`src/rtl/pckbd_pkg.sv`:
```
`timescale 1ns / 1ps
// ----------------------------------------------------------------------------
// pckbd_pkg
// Shared types and constants for the PC system port and keyboard controller.
// ----------------------------------------------------------------------------
package pckbd_pkg;

  localparam int QUEUE_DEPTH_DEF = 16;

  // item kinds carried in tuser
  typedef enum logic [1:0] {
    FUNC_READ  = 2'd0,
    FUNC_WRITE = 2'd1,
    FUNC_TICK  = 2'd2,
    FUNC_KEY   = 2'd3
  } func_t;

  // decoded port offsets (address minus 0x60)
  localparam logic [2:0] OFF_DATA   = 3'd0;
  localparam logic [2:0] OFF_SYSTEM = 3'd1;
  localparam logic [2:0] OFF_DIP    = 3'd2;
  localparam logic [2:0] OFF_CMD    = 3'd4;

  // configuration register indexes
  localparam logic CFG_AT_MODE = 1'b0;
  localparam logic CFG_DIP     = 1'b1;

  // controller commands
  localparam logic [7:0] CMD_DISABLE      = 8'hAD;
  localparam logic [7:0] CMD_ENABLE       = 8'hAE;
  localparam logic [7:0] CMD_READ_INPUT   = 8'hD0;
  localparam logic [7:0] CMD_WRITE_OUTPUT = 8'hD1;

  localparam logic [7:0] KBD_RESET_CODE = 8'hAA;
  localparam logic [7:0] SYS_PORT_RST   = 8'd14;
  localparam logic [7:0] DIP_RST        = 8'h02;
  localparam logic [7:0] SYS_READ_MASK  = 8'hEF;
  localparam logic [7:0] SYS_RESET_BITS = 8'hC0;

  // status bits
  localparam int ST_DATA_READY = 0;
  localparam int ST_CMD_READY  = 1;

  typedef struct packed {
    logic push;      // append at tail
    logic force_wr;  // overwrite last entry of a full queue
    logic pop;       // drop head
    logic clear;     // empty the queue
  } q_ctl_t;

  typedef struct packed {
    logic       empty;
    logic       full;
    logic [7:0] head_data;
  } q_stat_t;

endpackage

```
`src/rtl/pckbd_queue.sv`:
```
`timescale 1ns / 1ps
// ----------------------------------------------------------------------------
// pckbd_queue
// Scancode ring buffer with a registered head read and write forwarding.
// ----------------------------------------------------------------------------
module pckbd_queue import pckbd_pkg::*; #(
  parameter int QUEUE_DEPTH = QUEUE_DEPTH_DEF
) (
  input  logic       clk,
  input  logic       rst,
  input  q_ctl_t     ctl,
  input  logic [7:0] key,
  output q_stat_t    stat
);

  localparam int AW = (QUEUE_DEPTH > 1) ? $clog2(QUEUE_DEPTH) : 1;
  localparam int CW = $clog2(QUEUE_DEPTH + 1);
  localparam int SW = CW + 1;

  logic [7:0]    mem [QUEUE_DEPTH];
  logic [AW-1:0] head;
  logic [AW-1:0] head_next;
  logic [CW-1:0] count;
  logic [CW-1:0] count_next;
  logic [7:0]    head_data;

  logic [SW-1:0] tail_sum;
  logic [AW-1:0] tail_addr;
  logic [AW-1:0] last_addr;
  logic [AW-1:0] waddr;
  logic          we;

  assign tail_sum  = SW'(head) + SW'(count);
  assign tail_addr = (tail_sum >= SW'(QUEUE_DEPTH)) ?
                     AW'(tail_sum - SW'(QUEUE_DEPTH)) : AW'(tail_sum);
  assign last_addr = (head == '0) ? AW'(QUEUE_DEPTH - 1) : head - 1'b1;

  assign we    = ctl.push | ctl.force_wr;
  assign waddr = ctl.push ? tail_addr : last_addr;

  always_comb begin
    head_next  = head;
    count_next = count;
    if (ctl.clear) begin
      count_next = '0;
    end else if (ctl.pop) begin
      head_next  = (head == AW'(QUEUE_DEPTH - 1)) ? '0 : head + 1'b1;
      count_next = count - 1'b1;
    end else if (ctl.push) begin
      count_next = count + 1'b1;
    end
  end

  always_ff @(posedge clk) begin
    if (rst) begin
      head  <= '0;
      count <= '0;
    end else begin
      head  <= head_next;
      count <= count_next;
    end
  end

  // keep the head entry staged; forward a write that lands on it
  always_ff @(posedge clk) begin
    if (we) begin
      mem[waddr] <= key;
    end
    if (we && waddr == head_next) begin
      head_data <= key;
    end else begin
      head_data <= mem[head_next];
    end
  end

  assign stat.empty     = (count == '0);
  assign stat.full      = (count == CW'(QUEUE_DEPTH));
  assign stat.head_data = head_data;

`ifndef SYNTHESIS
  a_count_range: assert property (@(posedge clk) disable iff (rst)
    count <= CW'(QUEUE_DEPTH))
    else $error("queue count beyond depth");
  a_no_push_full: assert property (@(posedge clk) disable iff (rst)
    ctl.push |-> !stat.full)
    else $error("push into full queue");
  a_no_pop_empty: assert property (@(posedge clk) disable iff (rst)
    ctl.pop |-> !stat.empty)
    else $error("pop from empty queue");
  a_clear_empties: assert property (@(posedge clk) disable iff (rst)
    ctl.clear |=> stat.empty)
    else $error("queue not empty after clear");
`endif

endmodule

```
`src/rtl/pc_keyboard_port_controller.sv`:
```
`timescale 1ns / 1ps
// ----------------------------------------------------------------------------
// pc_keyboard_port_controller
// System port 0x61, switch port, keyboard data/status and AT command port,
// with a scancode queue feeding the data port on ticks.
// ----------------------------------------------------------------------------
//  channel   dir  signals                      beat
//  s_*       in   s_tvalid/s_tready/s_tdata/   one port read, write, tick or
//                 s_tuser                      key event
//  m_*       out  m_tvalid/m_tready/m_tdata    one result per input beat
//  cfg_*     in   cfg_we/cfg_index/cfg_data    register write, no wait
//
//  Each beat is decoded and applied to the state in the cycle it is taken;
//  its result sits in the output register in the next cycle. One beat a cycle.
//  The queue head is staged in a register so a tick reads it without delay.
//  A stalled output holds its beat; input is taken while the output register
//  is empty or being drained. rst is synchronous and empties the queue.
// ----------------------------------------------------------------------------
module pc_keyboard_port_controller import pckbd_pkg::*; #(
  parameter int QUEUE_DEPTH = QUEUE_DEPTH_DEF
) (
  input  logic        clk,
  input  logic        rst,
  input  logic        s_tvalid,
  output logic        s_tready,
  input  logic [23:0] s_tdata,   // port_offset[2:0], write_data[10:3],
                                 // key_code[18:11], force_req[19], zero
  input  logic [1:0]  s_tuser,   // func[1:0]
  output logic        m_tvalid,
  input  logic        m_tready,
  output logic [15:0] m_tdata,   // read_data[7:0], key_accepted[8],
                                 // irq_raise[9], a20_write[10],
                                 // a20_enable[11], speaker_change[12],
                                 // speaker_on[13], turbo_on[14], zero
  input  logic        cfg_we,
  input  logic        cfg_index,
  input  logic [7:0]  cfg_data
);

  logic       at_mode;
  logic [7:0] dip_switches;

  logic [7:0] data_byte,    data_byte_next;
  logic [1:0] status_byte,  status_byte_next;
  logic [7:0] system_port,  system_port_next;
  logic [7:0] last_command, last_command_next;
  logic [7:0] output_byte,  output_byte_next;
  logic       refresh_bit,  refresh_bit_next;
  logic       keys_enabled, keys_enabled_next;
  logic       speaker_state, speaker_state_next;
  logic       turbo_state,  turbo_state_next;

  logic       s_accept;
  func_t      func;
  logic [2:0] port_offset;
  logic [7:0] write_data;
  logic [7:0] key_code;
  logic       force_req;

  logic [7:0] rd;
  logic       acc, irq, a20w, spkc, spk;
  q_ctl_t     qctl;
  q_ctl_t     qctl_gated;
  q_stat_t    qstat;

  assign s_tready    = !m_tvalid || m_tready;
  assign s_accept    = s_tvalid && s_tready;
  assign func        = func_t'(s_tuser);
  assign port_offset = s_tdata[2:0];
  assign write_data  = s_tdata[10:3];
  assign key_code    = s_tdata[18:11];
  assign force_req   = s_tdata[19];

  always_comb begin
    data_byte_next     = data_byte;
    status_byte_next   = status_byte;
    system_port_next   = system_port;
    last_command_next  = last_command;
    output_byte_next   = output_byte;
    refresh_bit_next   = refresh_bit;
    keys_enabled_next  = keys_enabled;
    speaker_state_next = speaker_state;
    turbo_state_next   = turbo_state;
    rd   = '0;
    acc  = 1'b0;
    irq  = 1'b0;
    a20w = 1'b0;
    spkc = 1'b0;
    spk  = 1'b0;
    qctl = '0;
    unique case (func)
      FUNC_READ: begin
        case (port_offset)
          OFF_DATA: begin
            rd               = data_byte;
            data_byte_next   = '0;
            status_byte_next = '0;
          end
          OFF_SYSTEM: begin
            refresh_bit_next = refresh_bit ^ at_mode;
            rd = (system_port & SYS_READ_MASK) | {3'b000, refresh_bit_next, 4'b0000};
          end
          OFF_DIP: rd = dip_switches;
          OFF_CMD: rd = {6'b000000, status_byte};
          default: rd = '0;
        endcase
      end
      FUNC_WRITE: begin
        case (port_offset)
          OFF_DATA: begin
            if (at_mode && !keys_enabled && last_command == CMD_WRITE_OUTPUT) begin
              last_command_next = '0;
              output_byte_next  = write_data;
              a20w              = 1'b1;
            end
          end
          OFF_SYSTEM: begin
            spk = &write_data[1:0];
            if (spk != speaker_state) begin
              speaker_state_next = spk;
              spkc               = 1'b1;
            end
            turbo_state_next = write_data[2];
            // keyboard reset: clock/clear bits rise from both low
            if ((system_port & SYS_RESET_BITS) == '0 &&
                (write_data & SYS_RESET_BITS) != '0) begin
              qctl.clear       = 1'b1;
              data_byte_next   = KBD_RESET_CODE;
              status_byte_next = 2'b11;
              irq              = 1'b1;
            end
            system_port_next = write_data;
          end
          OFF_CMD: begin
            if (at_mode) begin
              last_command_next = write_data;
              if (write_data == CMD_ENABLE) begin
                keys_enabled_next = 1'b1;
              end else if (write_data == CMD_DISABLE) begin
                keys_enabled_next = 1'b0;
              end
            end
          end
          default: ;
        endcase
      end
      FUNC_TICK: begin
        status_byte_next[ST_CMD_READY] = 1'b1;
        if (keys_enabled) begin
          if (!qstat.empty && !status_byte[ST_DATA_READY]) begin
            status_byte_next[ST_DATA_READY] = 1'b1;
            data_byte_next = qstat.head_data;
            qctl.pop       = 1'b1;
            irq            = 1'b1;
          end
        end else if (last_command == CMD_READ_INPUT) begin
          status_byte_next[ST_DATA_READY] = 1'b1;
          data_byte_next = output_byte;
        end
      end
      FUNC_KEY: begin
        if (!qstat.full) begin
          qctl.push = 1'b1;
          acc       = 1'b1;
        end else if (force_req) begin
          qctl.force_wr = 1'b1;
        end
      end
      default: ;
    endcase
  end

  assign qctl_gated = s_accept ? qctl : '0;

  pckbd_queue #(
    .QUEUE_DEPTH(QUEUE_DEPTH)
  ) u_queue (
    .clk  (clk),
    .rst  (rst),
    .ctl  (qctl_gated),
    .key  (key_code),
    .stat (qstat)
  );

  always_ff @(posedge clk) begin
    if (rst) begin
      at_mode      <= 1'b0;
      dip_switches <= DIP_RST;
    end else if (cfg_we) begin
      unique case (cfg_index)
        CFG_AT_MODE: at_mode      <= cfg_data[0];
        CFG_DIP:     dip_switches <= cfg_data;
        default: ;
      endcase
    end
  end

  always_ff @(posedge clk) begin
    if (rst) begin
      data_byte     <= '0;
      status_byte   <= '0;
      system_port   <= SYS_PORT_RST;
      last_command  <= '0;
      output_byte   <= '0;
      refresh_bit   <= 1'b0;
      keys_enabled  <= 1'b1;
      speaker_state <= 1'b0;
      turbo_state   <= 1'b0;
    end else if (s_accept) begin
      data_byte     <= data_byte_next;
      status_byte   <= status_byte_next;
      system_port   <= system_port_next;
      last_command  <= last_command_next;
      output_byte   <= output_byte_next;
      refresh_bit   <= refresh_bit_next;
      keys_enabled  <= keys_enabled_next;
      speaker_state <= speaker_state_next;
      turbo_state   <= turbo_state_next;
    end
  end

  always_ff @(posedge clk) begin
    if (rst) begin
      m_tvalid <= 1'b0;
    end else if (s_accept) begin
      m_tvalid <= 1'b1;
    end else if (m_tready) begin
      m_tvalid <= 1'b0;
    end
  end

  // result beat: hold while stalled
  always_ff @(posedge clk) begin
    if (s_accept) begin
      m_tdata <= {1'b0, turbo_state_next, speaker_state_next, spkc,
                  output_byte_next[1], a20w, irq, acc, rd};
    end
  end

endmodule

```
`config.mk`:
```
export PLATFORM = sky130hd
export DESIGN_NAME = pc_keyboard_port_controller
export DESIGN_NICKNAME = d
export VERILOG_FILES = /design/src/rtl/pckbd_pkg.sv /design/src/rtl/pckbd_queue.sv /design/src/rtl/pc_keyboard_port_controller.sv
export SDC_FILE = /design/constraint.sdc
export NUM_CORES = 1
export LEC_CHECK = 0
export ABC_CLOCK_PERIOD_IN_PS = 3600
export BUFFER_PORTS_ARGS = -buffer_cell sky130_fd_sc_hd__buf_2
export CAP_MARGIN = 20
export CORE_MARGIN = 3
export CORE_UTILIZATION = 28
export DETAILED_ROUTE_END_ITERATION = 10
export GPL_ROUTABILITY_DRIVEN = 0
export GPL_TIMING_DRIVEN = 0
export PLACE_DENSITY_LB_ADDON = 0.15
export SLEW_MARGIN = 10
export SYNTH_ARGS = -nofsm -noshare
export SYNTH_HDL_FRONTEND = slang
export SYNTH_HIERARCHICAL = 1
export SYNTH_SLANG_ARGS = --single-unit
```
`constraint.sdc`:
```
create_clock -name clk -period 3.6 [get_ports clk]
set_input_delay 0.72 -clock clk [delete_from_list [all_inputs] [get_ports clk]]
set_output_delay 0.72 -clock clk [all_outputs]
set_load 0.005 [all_outputs]
```
==> run_results.csv <==
group,metric,value,unit
status,outcome,"complete, no violations",
power,p_total,5.00,mW
clocking,cts-buffers-inserted,24,
floorplan,die_area,33800,µm²
grt,antenna_found_initial,0,
clocking,postCtsHoldBufs,0,
timing,grt_setup_unrepaired,"no",
timing,worst_pin_slew,1.05,ns
setup_path,start_kind,"flip-flop",
power,seqPwrFrac,0.506,
floorplan,dieWidth,184,µm
detailed_routing,vias_per_cell,4.83,
synthesis,ys_seq_elements,203,
grt,first_global_vias,5646,
grt,grt_overflow,0,
detailed_routing,ant_nets,0,
timing,hold_slack,0.456,ns
layout,fin_cells,1135,
timing,min_period,3.34,ns
power,p_sw,1.09,mW
synthesis,ys_seq_area_frac,0.620,
place,dp.cells,1091,
setup_path,crit_fanout,10,
timing,fin_setup_tns,0,ns
setup_path,required,3.74,ns
flow_run,max_cap_viol_count,0,
synthesis,post_synth_inst_count,645,
clocking,clk_path_buf_depth,3,
power,comb_power_share,0.046,
floorplan,die_y,184,µm
clocking,cts_setup_buffers,0,
synthesis,synth_top_flop_cell,"edfxtp_1",
clocking,h-tree-depth,1,
layout,final_area,10400,µm²
layout,n_antenna_cell,0,
place,postPlaceCellArea,9610,µm²
floorplan,pin_count,58,
power,netSwitchingFraction,0.218,
timing,max_freq,0.299,GHz
synthesis,synth_warnings,6,
power,p_leak,3.66,nW
detailed_routing,firstDrtPassIters,4,
floorplan,initial_core_util,0.287,
detailed_routing,route.detailed.drc,0,
synthesis,synthesis.nets,700,
timing,finalCritPeriodShare,0.928,
detailed_routing,wl_per_cell,19.3,µm
timing,setup_viol,0,
clocking,insertion_delay,0.52,ns
power,p_int,3.91,mW
power,pwr_density_cell,482,nW/µm²
layout,layout-drive-gt1-share,0.175,
layout,final_util,0.336,
detailed_routing,drt_wl_total,21900,µm
detailed_routing,dr.first_iter.drc_count,317,
clocking,cts_tree,"yes",
layout,final_common_cell,"edfxtp_1",
timing,slew_headroom,0.299,
place,place_ws,-0.150,ns
synthesis,synth_edf_count,143,
layout,register_area,5500,µm²
grt,grt_max_degree,24,
setup_path,end_kind,"flip-flop",
place,dp_hpwl,15100,µm
synthesis,async_flop_share,0,
timing,clock_skew,0.0194,ns
clocking,root_buffer,"clkbuf_16",
synthesis,syn-cell-area,8870,µm²
place,port_buffers,50,
layout,fin_nets,777,
clocking,clkTransAtPathRegs,0.06,ns
power,power.share.clock,0.448,
layout,multi_input_area,3170,µm²
timing,final_hold_viol_count,0,
detailed_routing,num_vias,5486,
clocking,cts.sinks,203,
setup_path,crit_type,"reg2reg",
floorplan,fp.coreArea,30900,µm²
layout,syn2layout_area_growth,17.0,%
setup_path,crit_arrival,3.48,ns
layout,n_fill_cell,3084,
floorplan,rows,64,
timing,layout_setup_ws,0.260,ns
hold_path,min_path_type,"in2reg",
grt,grt_pass1_wl,33600,µm
power,peakVddDrop,460,µV
synthesis,avgSynthCellArea,13.7,µm²
timing,slew_viol_final,0,
synthesis,synthDistinctLibCells,68,
layout,final_cell_mix,"edfxtp_1, dfxtp_1, buf_2",
clocking,cts_resized,0,
grt,track_usage,0.130,
[sequential cells by signal, indices dropped and copies added (netlist names), 2 cells and up, named ones only]
name,flops
data_byte,8
dip_switches,8
last_command,8
m_tdata,15
output_byte,8
status_byte,2
system_port,7
u_queue/count,5
u_queue/head,4
u_queue/mem,128
[worst paths after layout]
kind	startpoint	end	slack [ns]	cells after the start
setup reg to reg	u_queue/count[1]$_SDFFE_PP0P_	u_queue/mem[3][2]$_DFFE_PP_	0.26	9
hold / removal	cfg_data[2]	dip_switches[2]$_SDFFE_PP0P_	0.46	3
setup / recovery	u_queue/count[1]$_SDFFE_PP0P_	u_queue/mem[3][2]$_DFFE_PP_	0.26	9
hold reg to reg	dip_switches[6]$_SDFFE_PP0P_	dip_switches[6]$_SDFFE_PP0P_	0.46	2
[metal layers]
metal / GRT usage / share of wire / vias to the layer above
met3: 0.0212 / 0.047 / 36
met1: 0.177 / 0.46 / 2737
met4: 0.0342 / 0.026 / 0
met2: 0.215 / 0.47 / 115
li1: - / - / 2598
met5: 0 / 0 / -
[cell type report]
class,instances,area share
multi-input combinational,397,0.306
clock inverter,13,0.00929
buffer,30,0.0160
clock buffer,30,0.0610
tap,396,0.0478
sequential,203,0.530
timing repair buffer,51,0.0252
inverter,15,0.00543
[cells by family after synthesis]
family	after synthesis	synth area share
buffers and inverters	45	0.0251
XOR/XNOR	10	0.00988
multiplexers	72	0.135
AND/OR/NAND/NOR	203	0.116
AO/OA/AOI/OAI	96	0.0706
other	1	0.000423
flip-flops	203	0.620
adder cells (fa/ha/maj)	15	0.0229
[power by group through the flow]
stage          Combinational, mW  Sequential, mW  Clock [mW]
2_1_floorplan              0.124            2.58           0
3_3_place_gp               0.224            2.58           0
3_5_place_dp               0.231            2.58           0
4_1_cts                    0.232            2.53        2.32
5_1_grt                    0.253            2.54        2.42
6_report                   0.228            2.53        2.24
[critical path: stages (launching register included)]
cell      delay [ns]
dfxtp_1         0.39
or4_1           0.57
nor2_1          0.16
nor2b_1         0.08
and3_1          0.20
buf_2           0.19
inv_1           0.19
a211o_1         0.16
o211ai_2        0.22
nor2_1          0.78
[Yosys cell counts (all sizes together), types with 2 or more instances]
library cell	instances	area, µm²
edfxtp	143	4290
dfxtp	60	1200
nor2	60	225
nand2	39	146
a21oi	37	196
nand3	33	170
mux4	32	781
mux2i	27	270
nor2b	19	119
o21ai	18	90.1
a22oi	17	128
inv	15	56.3
clkbuf	14	52.6
buf	13	85.1
ha	13	163
mux2	13	146
nand2b	12	75.1
nand4	6	37.5
xnor2	6	52.6
or4	5	41.3
a211o	4	35.0
nand3b	4	30.0
nor3b	4	30.0
xor2	4	35.0
and2	3	18.8
nand4b	3	26.3
o31ai	3	22.5
or2	3	18.8
a21o	2	15.0
and2b	2	15.0
and3	2	12.5
clkdlybuf4s25	2	20.0
fa	2	40.0
or3	2	12.5
or3b	2	17.5
No activity file was read; power rests on OpenSTA's default activity.
